### src/sv/h2cr_pkg.sv
// shared types, register and palette codes, and palette tables for the colour ramp
package h2cr_pkg;

   typedef struct packed {
      logic [7:0] red;
      logic [7:0] green;
      logic [7:0] blue;
   } rgb_type;

   typedef enum logic [1:0] {
      REG_PALETTE = 2'd0,
      REG_LOW     = 2'd1,
      REG_HIGH    = 2'd2
   } reg_index_type;

   typedef enum logic [1:0] {
      PAL_GREY    = 2'd0,
      PAL_TERRAIN = 2'd1,
      PAL_HEAT    = 2'd2
   } palette_type;

   localparam int RegAddrBits = 4;

   localparam rgb_type GREY_PAL [2] = '{
      '{8'd0,   8'd0,   8'd0},
      '{8'd255, 8'd255, 8'd255}
   };

   localparam rgb_type TERRAIN_PAL [7] = '{
      '{8'd18,  8'd52,  8'd86},
      '{8'd52,  8'd118, 8'd168},
      '{8'd210, 8'd190, 8'd140},
      '{8'd91,  8'd145, 8'd76},
      '{8'd43,  8'd98,  8'd57},
      '{8'd125, 8'd116, 8'd105},
      '{8'd238, 8'd243, 8'd246}
   };

   localparam rgb_type HEAT_PAL [5] = '{
      '{8'd25,  8'd38,  8'd120},
      '{8'd32,  8'd177, 8'd208},
      '{8'd245, 8'd218, 8'd58},
      '{8'd239, 8'd119, 8'd35},
      '{8'd190, 8'd36,  8'd39}
   };

   // index of the last entry of a palette
   function automatic logic [2:0] pal_last(input logic [1:0] pal);
      logic [2:0] last;
      case (pal)
         PAL_GREY:    last = 3'd1;
         PAL_TERRAIN: last = 3'd6;
         PAL_HEAT:    last = 3'd4;
         default:     last = 3'd4;
      endcase
      return last;
   endfunction

   // unused palette code reads as black
   function automatic rgb_type pal_entry(input logic [1:0] pal, input logic [2:0] idx);
      rgb_type e;
      case (pal)
         PAL_GREY:    e = GREY_PAL[idx[0]];
         PAL_TERRAIN: e = (idx > 3'd6) ? TERRAIN_PAL[6] : TERRAIN_PAL[idx];
         PAL_HEAT:    e = (idx > 3'd4) ? HEAT_PAL[4] : HEAT_PAL[idx];
         default:     e = '0;
      endcase
      return e;
   endfunction

endpackage

### src/sv/h2cr_front.sv
// front stages: clamp the height into the bounds and scale by the index of the last palette entry
module h2cr_front
   import h2cr_pkg::*;
#(
   parameter int HEIGHT_BITS = 16
) (
   input  logic                   clock,
   input  logic                   reset,
   input  logic [1:0]             palette,
   input  logic [HEIGHT_BITS-1:0] low_height,
   input  logic [HEIGHT_BITS-1:0] high_height,
   input  logic                   range_ok,
   input  logic                   in_valid,
   output logic                   in_stall,
   input  logic [HEIGHT_BITS-1:0] in_height,
   output logic                   out_valid,
   input  logic                   out_stall,
   output logic [HEIGHT_BITS+2:0] out_scaled
);

   localparam int MW = HEIGHT_BITS + 3;

   logic                   v1_ff, v2_ff;
   logic                   en1, en2;
   logic [HEIGHT_BITS-1:0] clamp;
   logic [HEIGHT_BITS-1:0] d_in, d_ff;
   logic [MW-1:0]          m_in, m_ff;

   assign en2      = !v2_ff || !out_stall;
   assign en1      = !v1_ff || en2;
   assign in_stall = !en1;

   always_comb begin
      if (in_height < low_height) begin
         clamp = low_height;
      end else if (in_height > high_height) begin
         clamp = high_height;
      end else begin
         clamp = in_height;
      end
      d_in = range_ok ? (clamp - low_height) : '0;
   end

   assign m_in = MW'(d_ff) * MW'(pal_last(palette));

   always_ff @(posedge clock) begin
      if (reset) begin
         v1_ff <= 1'b0;
         v2_ff <= 1'b0;
      end else begin
         if (en1) v1_ff <= in_valid;
         if (en2) v2_ff <= v1_ff;
      end
   end

   always_ff @(posedge clock) begin
      if (en1 && in_valid) d_ff <= d_in;
      if (en2 && v1_ff)    m_ff <= m_in;
   end

   assign out_valid  = v2_ff;
   assign out_scaled = m_ff;

endmodule

### src/sv/h2cr_divider.sv
// pipelined restoring divider, one quotient bit per stage: pos = (scaled << frac) / span
module h2cr_divider
   import h2cr_pkg::*;
#(
   parameter int HEIGHT_BITS   = 16,
   parameter int FRACTION_BITS = 8
) (
   input  logic                     clock,
   input  logic                     reset,
   input  logic [HEIGHT_BITS-1:0]   low_height,
   input  logic [HEIGHT_BITS-1:0]   high_height,
   input  logic                     in_valid,
   output logic                     in_stall,
   input  logic [HEIGHT_BITS+2:0]   in_scaled,
   output logic                     out_valid,
   input  logic                     out_stall,
   output logic [FRACTION_BITS+2:0] out_quotient
);

   localparam int HB = HEIGHT_BITS;
   localparam int QB = FRACTION_BITS + 3;

   logic [HB-1:0] span;
   logic [HB-1:0] r_src [QB];
   logic [QB-1:0] b_src [QB];
   logic [QB-1:0] q_src [QB];
   logic          v_src [QB];
   logic [HB-1:0] r_in  [QB];
   logic [QB-1:0] b_in  [QB];
   logic [QB-1:0] q_in  [QB];
   logic [HB-1:0] r_ff  [QB];
   logic [QB-1:0] b_ff  [QB];
   logic [QB-1:0] q_ff  [QB];
   logic          v_ff  [QB];
   logic          en    [QB];

   assign span = high_height - low_height;

   // remainder starts below span because scaled <= 6 * span
   assign r_src[0] = in_scaled[HB+2:3];
   assign b_src[0] = {in_scaled[2:0], {FRACTION_BITS{1'b0}}};
   assign q_src[0] = '0;
   assign v_src[0] = in_valid;

   assign en[QB-1] = !v_ff[QB-1] || !out_stall;

   for (genvar k = 0; k < QB; k++) begin : g_stage
      logic [HB:0] trial;
      logic        ge;

      if (k > 0) begin : g_link
         assign r_src[k] = r_ff[k-1];
         assign b_src[k] = b_ff[k-1];
         assign q_src[k] = q_ff[k-1];
         assign v_src[k] = v_ff[k-1];
      end
      if (k < QB - 1) begin : g_en
         assign en[k] = !v_ff[k] || en[k+1];
      end

      always_comb begin
         trial   = {r_src[k], b_src[k][QB-1]};
         ge      = trial >= {1'b0, span};
         r_in[k] = ge ? HB'(trial - {1'b0, span}) : trial[HB-1:0];
         b_in[k] = b_src[k] << 1;
         q_in[k] = {q_src[k][QB-2:0], ge};
      end

      always_ff @(posedge clock) begin
         if (reset) begin
            v_ff[k] <= 1'b0;
         end else if (en[k]) begin
            v_ff[k] <= v_src[k];
         end
      end

      always_ff @(posedge clock) begin
         if (en[k] && v_src[k]) begin
            r_ff[k] <= r_in[k];
            b_ff[k] <= b_in[k];
            q_ff[k] <= q_in[k];
         end
      end
   end

   assign in_stall     = !en[0];
   assign out_valid    = v_ff[QB-1];
   assign out_quotient = q_ff[QB-1];

endmodule

### src/sv/h2cr_blend.sv
// back stages: pick the two neighboring entries and blend them by the fraction
module h2cr_blend
   import h2cr_pkg::*;
#(
   parameter int FRACTION_BITS = 8
) (
   input  logic                     clock,
   input  logic                     reset,
   input  logic [1:0]               palette,
   input  logic                     range_ok,
   input  logic                     in_valid,
   output logic                     in_stall,
   input  logic [FRACTION_BITS+2:0] in_quotient,
   output logic                     out_valid,
   input  logic                     out_stall,
   output logic [7:0]               out_red,
   output logic [7:0]               out_green,
   output logic [7:0]               out_blue
);

   localparam int F  = FRACTION_BITS;
   localparam int TW = F + 9;
   localparam logic [F:0] ONE = {1'b1, {F{1'b0}}};

   logic               v1_ff, v2_ff;
   logic               en1, en2;
   logic [2:0]         last, idx, up;
   logic [F-1:0]       frac;
   rgb_type            a_in, b_in, a_ff, b_ff;
   logic [F-1:0]       frac_ff;
   logic [F:0]         wt;
   rgb_type            mix_in, mix_ff;

   function automatic logic [7:0] mix(input logic [7:0] a, input logic [7:0] b,
                                      input logic [F:0] wa, input logic [F-1:0] wb);
      logic [TW-1:0] t;
      t = TW'(a) * TW'(wa) + TW'(b) * TW'(wb);
      return t[F+7:F];
   endfunction

   assign en2      = !v2_ff || !out_stall;
   assign en1      = !v1_ff || en2;
   assign in_stall = !en1;

   always_comb begin
      last = pal_last(palette);
      idx  = in_quotient[F+2:F];
      frac = in_quotient[F-1:0];
      if (!range_ok) begin
         idx  = 3'd0;
         frac = '0;
      end else if (idx >= last) begin
         // top of the range lands exactly on the last entry
         idx  = last;
         frac = '0;
      end
      up   = (idx >= last) ? last : idx + 3'd1;
      a_in = pal_entry(palette, idx);
      b_in = pal_entry(palette, up);
   end

   always_comb begin
      wt           = ONE - {1'b0, frac_ff};
      mix_in.red   = mix(a_ff.red,   b_ff.red,   wt, frac_ff);
      mix_in.green = mix(a_ff.green, b_ff.green, wt, frac_ff);
      mix_in.blue  = mix(a_ff.blue,  b_ff.blue,  wt, frac_ff);
   end

   always_ff @(posedge clock) begin
      if (reset) begin
         v1_ff <= 1'b0;
         v2_ff <= 1'b0;
      end else begin
         if (en1) v1_ff <= in_valid;
         if (en2) v2_ff <= v1_ff;
      end
   end

   always_ff @(posedge clock) begin
      if (en1 && in_valid) begin
         a_ff    <= a_in;
         b_ff    <= b_in;
         frac_ff <= frac;
      end
      if (en2 && v1_ff) mix_ff <= mix_in;
   end

   assign out_valid = v2_ff;
   assign out_red   = mix_ff.red;
   assign out_green = mix_ff.green;
   assign out_blue  = mix_ff.blue;

endmodule

### src/sv/height_to_colour_ramp_unit.sv
// Height to RGB colour ramp: takes one height beat per cycle while not stalled and
// returns one colour beat per height: the front stages clamp and then scale the height,
// the divider spends one stage per quotient bit (FRACTION_BITS + 3), and the back
// stages pick and blend the palette entries. Every stage holds its beat under stall
// and fills bubbles, so a new height is taken whenever the pipeline has room.
// Registers: palette select at 0x0, low height at 0x4, high height at 0x8; write them
// only while no beat is in flight.
module height_to_colour_ramp_unit
   import h2cr_pkg::*;
#(
   parameter int HEIGHT_BITS   = 16,
   parameter int FRACTION_BITS = 8
) (
   input  logic                   clock,
   input  logic                   reset,
   input  logic                   req_valid,
   output logic                   req_stall,
   input  logic [HEIGHT_BITS-1:0] req_height_sample,
   output logic                   rsp_valid,
   input  logic                   rsp_stall,
   output logic [7:0]             rsp_red,
   output logic [7:0]             rsp_green,
   output logic [7:0]             rsp_blue,
   input  logic                   psel,
   input  logic                   penable,
   input  logic                   pwrite,
   input  logic [RegAddrBits-1:0] paddr,
   input  logic [31:0]            pwdata,
   output logic [31:0]            prdata,
   output logic                   pready
);

   localparam int QB = FRACTION_BITS + 3;

   logic [1:0]             palette_ff;
   logic [HEIGHT_BITS-1:0] low_ff, high_ff;
   logic                   wr_en;
   logic                   range_ok;
   logic                   f_valid, f_stall;
   logic [HEIGHT_BITS+2:0] f_scaled;
   logic                   d_valid, d_stall;
   logic [QB-1:0]          d_quotient;

   assign pready   = 1'b1;
   assign wr_en    = psel && penable && pwrite;
   assign range_ok = high_ff > low_ff;

   always_ff @(posedge clock) begin
      if (reset) begin
         palette_ff <= PAL_GREY;
         low_ff     <= '0;
         high_ff    <= '1;
      end else if (wr_en) begin
         case (paddr[3:2])
            REG_PALETTE: palette_ff <= pwdata[1:0];
            REG_LOW:     low_ff     <= pwdata[HEIGHT_BITS-1:0];
            REG_HIGH:    high_ff    <= pwdata[HEIGHT_BITS-1:0];
            default: ;
         endcase
      end
   end

   always_comb begin
      case (paddr[3:2])
         REG_PALETTE: prdata = 32'(palette_ff);
         REG_LOW:     prdata = 32'(low_ff);
         REG_HIGH:    prdata = 32'(high_ff);
         default:     prdata = '0;
      endcase
   end

   h2cr_front #(
      .HEIGHT_BITS(HEIGHT_BITS)
   ) u_front (
      .clock      (clock),
      .reset      (reset),
      .palette    (palette_ff),
      .low_height (low_ff),
      .high_height(high_ff),
      .range_ok   (range_ok),
      .in_valid   (req_valid),
      .in_stall   (req_stall),
      .in_height  (req_height_sample),
      .out_valid  (f_valid),
      .out_stall  (f_stall),
      .out_scaled (f_scaled)
   );

   h2cr_divider #(
      .HEIGHT_BITS  (HEIGHT_BITS),
      .FRACTION_BITS(FRACTION_BITS)
   ) u_divider (
      .clock       (clock),
      .reset       (reset),
      .low_height  (low_ff),
      .high_height (high_ff),
      .in_valid    (f_valid),
      .in_stall    (f_stall),
      .in_scaled   (f_scaled),
      .out_valid   (d_valid),
      .out_stall   (d_stall),
      .out_quotient(d_quotient)
   );

   h2cr_blend #(
      .FRACTION_BITS(FRACTION_BITS)
   ) u_blend (
      .clock      (clock),
      .reset      (reset),
      .palette    (palette_ff),
      .range_ok   (range_ok),
      .in_valid   (d_valid),
      .in_stall   (d_stall),
      .in_quotient(d_quotient),
      .out_valid  (rsp_valid),
      .out_stall  (rsp_stall),
      .out_red    (rsp_red),
      .out_green  (rsp_green),
      .out_blue   (rsp_blue)
   );

endmodule

### config.mk
export PLATFORM = sky130hd
export DESIGN_NAME = height_to_colour_ramp_unit
export DESIGN_NICKNAME = d
export VERILOG_FILES = /design/src/sv/h2cr_pkg.sv /design/src/sv/h2cr_front.sv /design/src/sv/h2cr_divider.sv /design/src/sv/h2cr_blend.sv /design/src/sv/height_to_colour_ramp_unit.sv
export SDC_FILE = /design/constraint.sdc
export NUM_CORES = 2
export LEC_CHECK = 0
export BUFFER_PORTS_ARGS = -buffer_cell sky130_fd_sc_hd__buf_2
export CAP_MARGIN = 0
export CORE_ASPECT_RATIO = 0.7
export CORE_MARGIN = 3
export CORE_UTILIZATION = 55
export CTS_CLUSTER_SIZE = 14
export DETAILED_ROUTE_END_ITERATION = 10
export PLACE_DENSITY_LB_ADDON = 0.12
export RECOVER_POWER = 25
export SKIP_CTS_REPAIR_TIMING = 1
export SYNTH_ARGS = -nofsm -noshare
export SYNTH_HDL_FRONTEND = slang
export SYNTH_SLANG_ARGS = --single-unit
### constraint.sdc
create_clock -name clock -period 8 [get_ports clock]
set_input_delay 1.6 -clock clock [delete_from_list [all_inputs] [get_ports clock]]
set_output_delay 1.6 -clock clock [all_outputs]
set_load 0.01 [all_outputs]
Word level (Yosys, flattened, before mapping)
Memory sizes are Yosys's and may differ from the RTL's.
Index checks and enable logic that the tools add are counted.
{ "totals": {"ff_bits": 153, "latchBits": 0, "ram_bits": 418, "mem_bits_ro": 768, "out_inout_bits": 59, "word_cells": 257, "n_memories": 8} }
{ "mem_list": {"columns": ["name", "depth", "word_bits", "rd", "rd_clocked_by_memory_dff", "wr", "line_no", "rtl"], "rows": [
  ["(no name shown)", 8, 24, 1, 0, 0, "h2cr_pkg.sv:65", "PAL_HEAT: e = (idx > 3'd4) ? HEAT_PAL[4] : HEAT_PAL[idx];"],
  ["(no name shown)", 8, 24, 1, 0, 0, "h2cr_pkg.sv:65", null],
  ["(no name shown)", 8, 24, 1, 0, 0, "h2cr_pkg.sv:64", "PAL_TERRAIN: e = (idx > 3'd6) ? TERRAIN_PAL[6] : TERRAIN_PAL[idx];"],
  ["(no name shown)", 8, 24, 1, 0, 0, "h2cr_pkg.sv:64", null],
  ["u_divider.r_ff", 11, 16, 10, 0, 11, "h2cr_divider.sv:31", "logic [HB-1:0] r_ff [QB];"],
  ["u_divider.q_ff", 11, 11, 11, 0, 11, "h2cr_divider.sv:33", "logic [QB-1:0] q_ff [QB];"],
  ["2 more memories", null, null, null, null, null, null, null]
]} }
{ "classes": {"n_addsub": 18, "mul": 7, "div": 0, "n_lt_le_gt_ge": 24, "n_eq_ne": 4, "shifts": 0, "muxes": 106, "n_bitwise": 16, "n_reduce_logical": 55} }
{ "op_table": {"columns": ["cell", "count"], "rows": [
  ["two-way mux 24 bit", 18],
  ["two-way mux 16 bit", 13],
  ["subtractor 16 bit", 13],
  [">= comparator 17 x 16 -> 1 bit", 11],
  ["case mux 24 bit (3 select lines)", 2],
  ["two-way mux 1 bit", 68],
  ["adder 16 bit", 3],
  ["multiplier 8 x 8 -> 16 bit", 3],
  ["multiplier 8 x 9 -> 16 bit", 3],
  ["case mux 16 bit (3 select lines)", 1],
  ["> comparator 16 bit", 2],
  ["multiplier 16 x 3 -> 19 bit", 1],
  ["logical AND 1 bit", 17],
  ["zero test 1 bit", 17],
  ["less-than comparator 16 bit", 1],
  ["logical OR 1 bit", 15],
  ["> comparator 3 bit (second input constant)", 4],
  ["bitwise OR 1 bit", 11],
  ["two-way mux 3 bit", 3],
  ["subtractor 9 x 8 -> 9 bit (first input constant)", 1],
  [">= comparator 4 bit (second input constant)", 2],
  ["NOT 3 -> 4 bit", 2],
  [">= comparator 3 bit", 2],
  ["case mux 3 bit (2 select lines)", 1],
  ["other kinds (9)", 16]
]} }

Logic depth before layout (Yosys ltp)
{ "logic_depth": {"ltp_word": 18, "ltp_mapped": 27, "ltp_nobuf": 25} }

By module
Synthesis repeated with hierarchy kept, for this count alone.
{ "unflattened": {"cells_unflattened": 4216, "hier_area_um2": 40973.0} }
{ "by_module_without_submodules": {"columns": ["mod", "n_inst", "cells_per_inst", "area_per_inst_um2", "seq_area_each_um2"], "rows": [
  ["h2cr_blend", 1, 1845, 17322.9, 2442.3],
  ["h2cr_divider", 1, 1641, 17300.3, 7206.9],
  ["h2cr_front", 1, 498, 4377.9, 1091.0],
  ["height_to_colour_ramp_unit", 1, 232, 1971.9, 680.7]
]} }

Least setup slack after synthesis
No wires, ideal clock.
{ "synth_path": {"kind": "reg-to-reg", "startpoint": "reg u_blend.frac_ff[0]", "endpoint": "reg u_blend.mix_ff (netlist bit u_blend.out_red[5]), data pin", "setup_ns": 0.258, "arrival_ns": 6.399, "slack_ns": 1.343, "path_stages_with_launch": 25, "n_path_buf": 2, "cell_sequence": "edfxtp_1 > clkbuf_1 > inv_1 > ha_1 > nand2_1 > or3_1 > xor2_1 > clkbuf_1 > nand2_1 > fa_1 > fa_1 > fa_1 > inv_1 > fa_1 > fa_1 > inv_1 > fa_1 > inv_1 > ha_1 > or3_1 > a31oi_1 > a21oi_1 > or3_1 > a21oi_1 > xnor2_1"} }
{ "synth_lines": {"columns": ["item", "line_no", "rtl"], "rows": [
  ["start: declaration", "h2cr_blend.sv:30", "logic [F-1:0] frac_ff;"],
  ["start signal: assignment", "h2cr_blend.sv:83", "frac_ff <= frac;"],
  ["end signal: assignment", "h2cr_blend.sv:85", "if (en2 && v1_ff) mix_ff <= mix_in;"],
  ["end: declaration", "h2cr_blend.sv:32", "rgb_type mix_in, mix_ff;"]
]} }

==> results.yml <==
critical_path:
  rr_worst_depth: 23
  ff_to_ff_setup_slack_ps: 1010
  timing.setup.critical_path_class: "flip-flop to flip-flop"
  critPathArrivalTime_ps: 7320
  critPathMaxFanout: 15
  timing.critical_path.to_type: "flip-flop"
  startpoint_type: "flip-flop"
  required_time_of_the_critical_path_ps: 8340
floorplanning:
  fp-row-count: 82
  die_width_um: 328
  design.core.area_sq_um: 71700
  io-pin-count: 118
  floorplan.initialDensity: 0.557
  die_area_sq_um: 76000
  die_height_um: 232
placed_design:
  placement.io_buffers: 82
  finalWeightedCongestion: 0.949
  dp.final_hpwl_um: 77400
finish:
  drive_gt1_frac: 0.0898
  area_growth_pct: 7.78
  layout.cells.most_common: "sky130_fd_sc_hd__inv_1"
  num-nets-final: 4982
  most_frequent_cells_in_the_layout: "sky130_fd_sc_hd__inv_1, sky130_fd_sc_hd__ha_1, sky130_fd_sc_hd__nand2_1, sky130_fd_sc_hd__edfxtp_1, sky130_fd_sc_hd__fa_1"
  num_antenna_cells: 0
  fillerInstances: 6186
sta:
  worstMarginPinSlew_ps: 2970
  fin_crit_ps: 6990
  holdWs_ps: 415
  fmaxAchievable_ghz: 0.143
  rsz0062_at_grt: "no"
  clock_skew_ps: 25.8
  slew_headroom: -0.981
  final_slew_viol_count: 140
  final_report_hold_violation_count: 0
  setup_viol: 0
  accumulated_negative_setup_slack_ps: 0
  min_period_over_period: 0.873
global_route:
  grt-ovfl-total: 0
  grt_use_total: 0.265
  wire_length_of_the_first_global_routing_pass_um: 158000
  antenna_found_initial: 2
  first_global_vias: 27728
  grt_max_degree: 58
synthesis:
  syn-instance-count: 4082
  synth.top_cell.area_share: 0.267
  ys_seq_elements: 393
  synth.top_cells.by_area: "sky130_fd_sc_hd__edfxtp_1, sky130_fd_sc_hd__fa_1, sky130_fd_sc_hd__ha_1"
  synth.distinct_cells: 83
  synth_async_reset_ratio: 0
  synth_flop_type: "sky130_fd_sc_hd__edfxtp_1"
  postSynthAreaPerCell_sq_um: 9.79
  netlist_area_sq_um: 40000
  synth_edf_count: 355
  ys_warn_count: 0
  synth-seq-area-share: 0.286
  synth_area_leader_cell: "sky130_fd_sc_hd__edfxtp_1"
route:
  route.detailed.vias_per_inst: 5.66
  first_pass_iters: 6
  detail_route.iter0.violations: 2368
  number_of_vias_after_detailed_routing: 29114
  drc: 0
  wl_per_cell_um: 19.3
  wirelength_um: 99400
  final_antenna_net_count: 0
cts:
  ctsHtreeMaxLevel: 2
  clock-root-buffer: "sky130_fd_sc_hd__clkbuf_16"
  worst_setup_hold_path_clk_slew_ps: 70
  tritoncts: "built"
  clk_path_buf_depth: 3
  insertion_delay_ps: 600
  numCtsBuffers: 44
  clock-sinks: 393
job:
  timing.max_cap.violations: 3
pwr:
  power.static_leakage_uw: 0.0193
  power_per_cell_area_nw_per_um2: 124
  total_power_uw: 5320
  maximum_ir_drop_on_the_vdd_rail_v: 0.000157
run_status:
  status: "complete, but fails checks"
  violations: "max-capacitance violations, max-slew violations"
hold_path:
  hold_path.class: "flip-flop to flip-flop"
  min_path_cells: 0
layer usage:
metal	vias up	wire length (um)	GRT usage
met2	959	36800	0.341
met3	113	8500	0.0552
li1	14006	-	-
met4	2	1940	0.0551
met1	14034	52100	0.445
met5	-	12	0
stage by stage:
stage / util / setup WS, ps / area [sq um] / instances
3_3_place_gp: 0.580 / 1020 / 41600 / 5061
3_5_place_dp: 0.580 / 932 / 41600 / 5061
5_1_grt: 0.600 / 598 / 43100 / 5142
2_1_floorplan: - / 1340 / 40000 / 4097
6_report: 0.600 / 1010 / 43100 / 5142
4_1_cts: 0.601 / 923 / 43100 / 5142
area by class of cell:
cell class                 instances  area (sq um)  area share
clock inverter                    25           275     0.00639
inverter                         551          2070      0.0480
tap                              966          1210      0.0281
timing repair buffer             139           817      0.0190
clock buffer                      56          1190      0.0276
multi-input combinational       3012         26100       0.606
sequential                       393         11400       0.265
synth_stat cells (28+ instances only):
library cell / n
sky130_fd_sc_hd__nor3_1: 62
sky130_fd_sc_hd__nand4_1: 44
sky130_fd_sc_hd__fa_1: 327
sky130_fd_sc_hd__xnor2_1: 128
sky130_fd_sc_hd__clkbuf_1: 90
sky130_fd_sc_hd__and2_1: 251
sky130_fd_sc_hd__nor2_1: 203
sky130_fd_sc_hd__inv_1: 546
sky130_fd_sc_hd__a21oi_1: 199
sky130_fd_sc_hd__nor2b_1: 36
sky130_fd_sc_hd__edfxtp_1: 355
sky130_fd_sc_hd__nand2b_1: 28
sky130_fd_sc_hd__dfxtp_1: 38
sky130_fd_sc_hd__o21ai_0: 150
sky130_fd_sc_hd__mux2_2: 109
sky130_fd_sc_hd__a211oi_1: 28
sky130_fd_sc_hd__o21bai_1: 30
sky130_fd_sc_hd__ha_1: 455
sky130_fd_sc_hd__xor2_1: 71
sky130_fd_sc_hd__nand2_1: 412
sky130_fd_sc_hd__nand3_1: 51
sky130_fd_sc_hd__a21o_1: 74
kinds of logic after synthesis:
kind of cell               after synthesis  share of synthesized area
AOI/OAI and AO/OA                      707                      0.116
xor gates and xnor gates               199                     0.0436
adders and majority gates              783                      0.307
buffers and inverters                  692                     0.0681
DFF                                    393                      0.286
muxes                                  132                     0.0365
other                                    2                   0.000188
and+or+nand+nor                       1174                      0.143
registers in the layout, summed over array words and instances, names as in the netlist, 16 cells and up:
signal,cells
high_ff,16
low_ff,16
u_blend.a_ff,24
u_blend.b_ff,24
u_divider.q_ff,66
u_divider.r_ff,160
u_front.d_ff,16
u_front.out_scaled,19
report_power, final:
group | internal [uW] | switching, uW
clock | 1190 | 905
combinational | 369 | 536
sequential | 2290 | 29.4
total | 3850 | 1470
critical path, stage by stage, from the launching register on:
cell and delay [ps]:
sky130_fd_sc_hd__edfxtp_1 410, sky130_fd_sc_hd__inv_1 100, sky130_fd_sc_hd__ha_1 220, sky130_fd_sc_hd__nand2_1 120, sky130_fd_sc_hd__or3_1 400, sky130_fd_sc_hd__xor2_2 140, sky130_fd_sc_hd__buf_4 280, sky130_fd_sc_hd__nand2_1 210
sky130_fd_sc_hd__fa_1 560, sky130_fd_sc_hd__fa_1 510, sky130_fd_sc_hd__fa_1 520, sky130_fd_sc_hd__inv_1 60, sky130_fd_sc_hd__fa_1 500, sky130_fd_sc_hd__fa_1 500, sky130_fd_sc_hd__inv_1 50, sky130_fd_sc_hd__fa_1 470
sky130_fd_sc_hd__inv_1 40, sky130_fd_sc_hd__ha_1 180, sky130_fd_sc_hd__or3_1 400, sky130_fd_sc_hd__a31oi_1 260, sky130_fd_sc_hd__a21oi_1 130, sky130_fd_sc_hd__or3_1 390, sky130_fd_sc_hd__a21oi_1 180, sky130_fd_sc_hd__xnor2_1 90
worst paths after layout:
path | startpoint | to
worst max-delay path | u_blend.frac_ff[0]$_SDFFCE_PP0P_ | u_blend.out_red[5]$_DFFE_PP_
worst min-delay path | u_divider.q_ff[9][0]$_DFFE_PP_ | u_divider.q_ff[10][1]$_DFFE_PP_
worst max register to register | u_blend.frac_ff[0]$_SDFFCE_PP0P_ | u_blend.out_red[5]$_DFFE_PP_
worst min register to register | u_divider.q_ff[9][0]$_DFFE_PP_ | u_divider.q_ff[10][1]$_DFFE_PP_
Power figures use the tool's default switching activity.
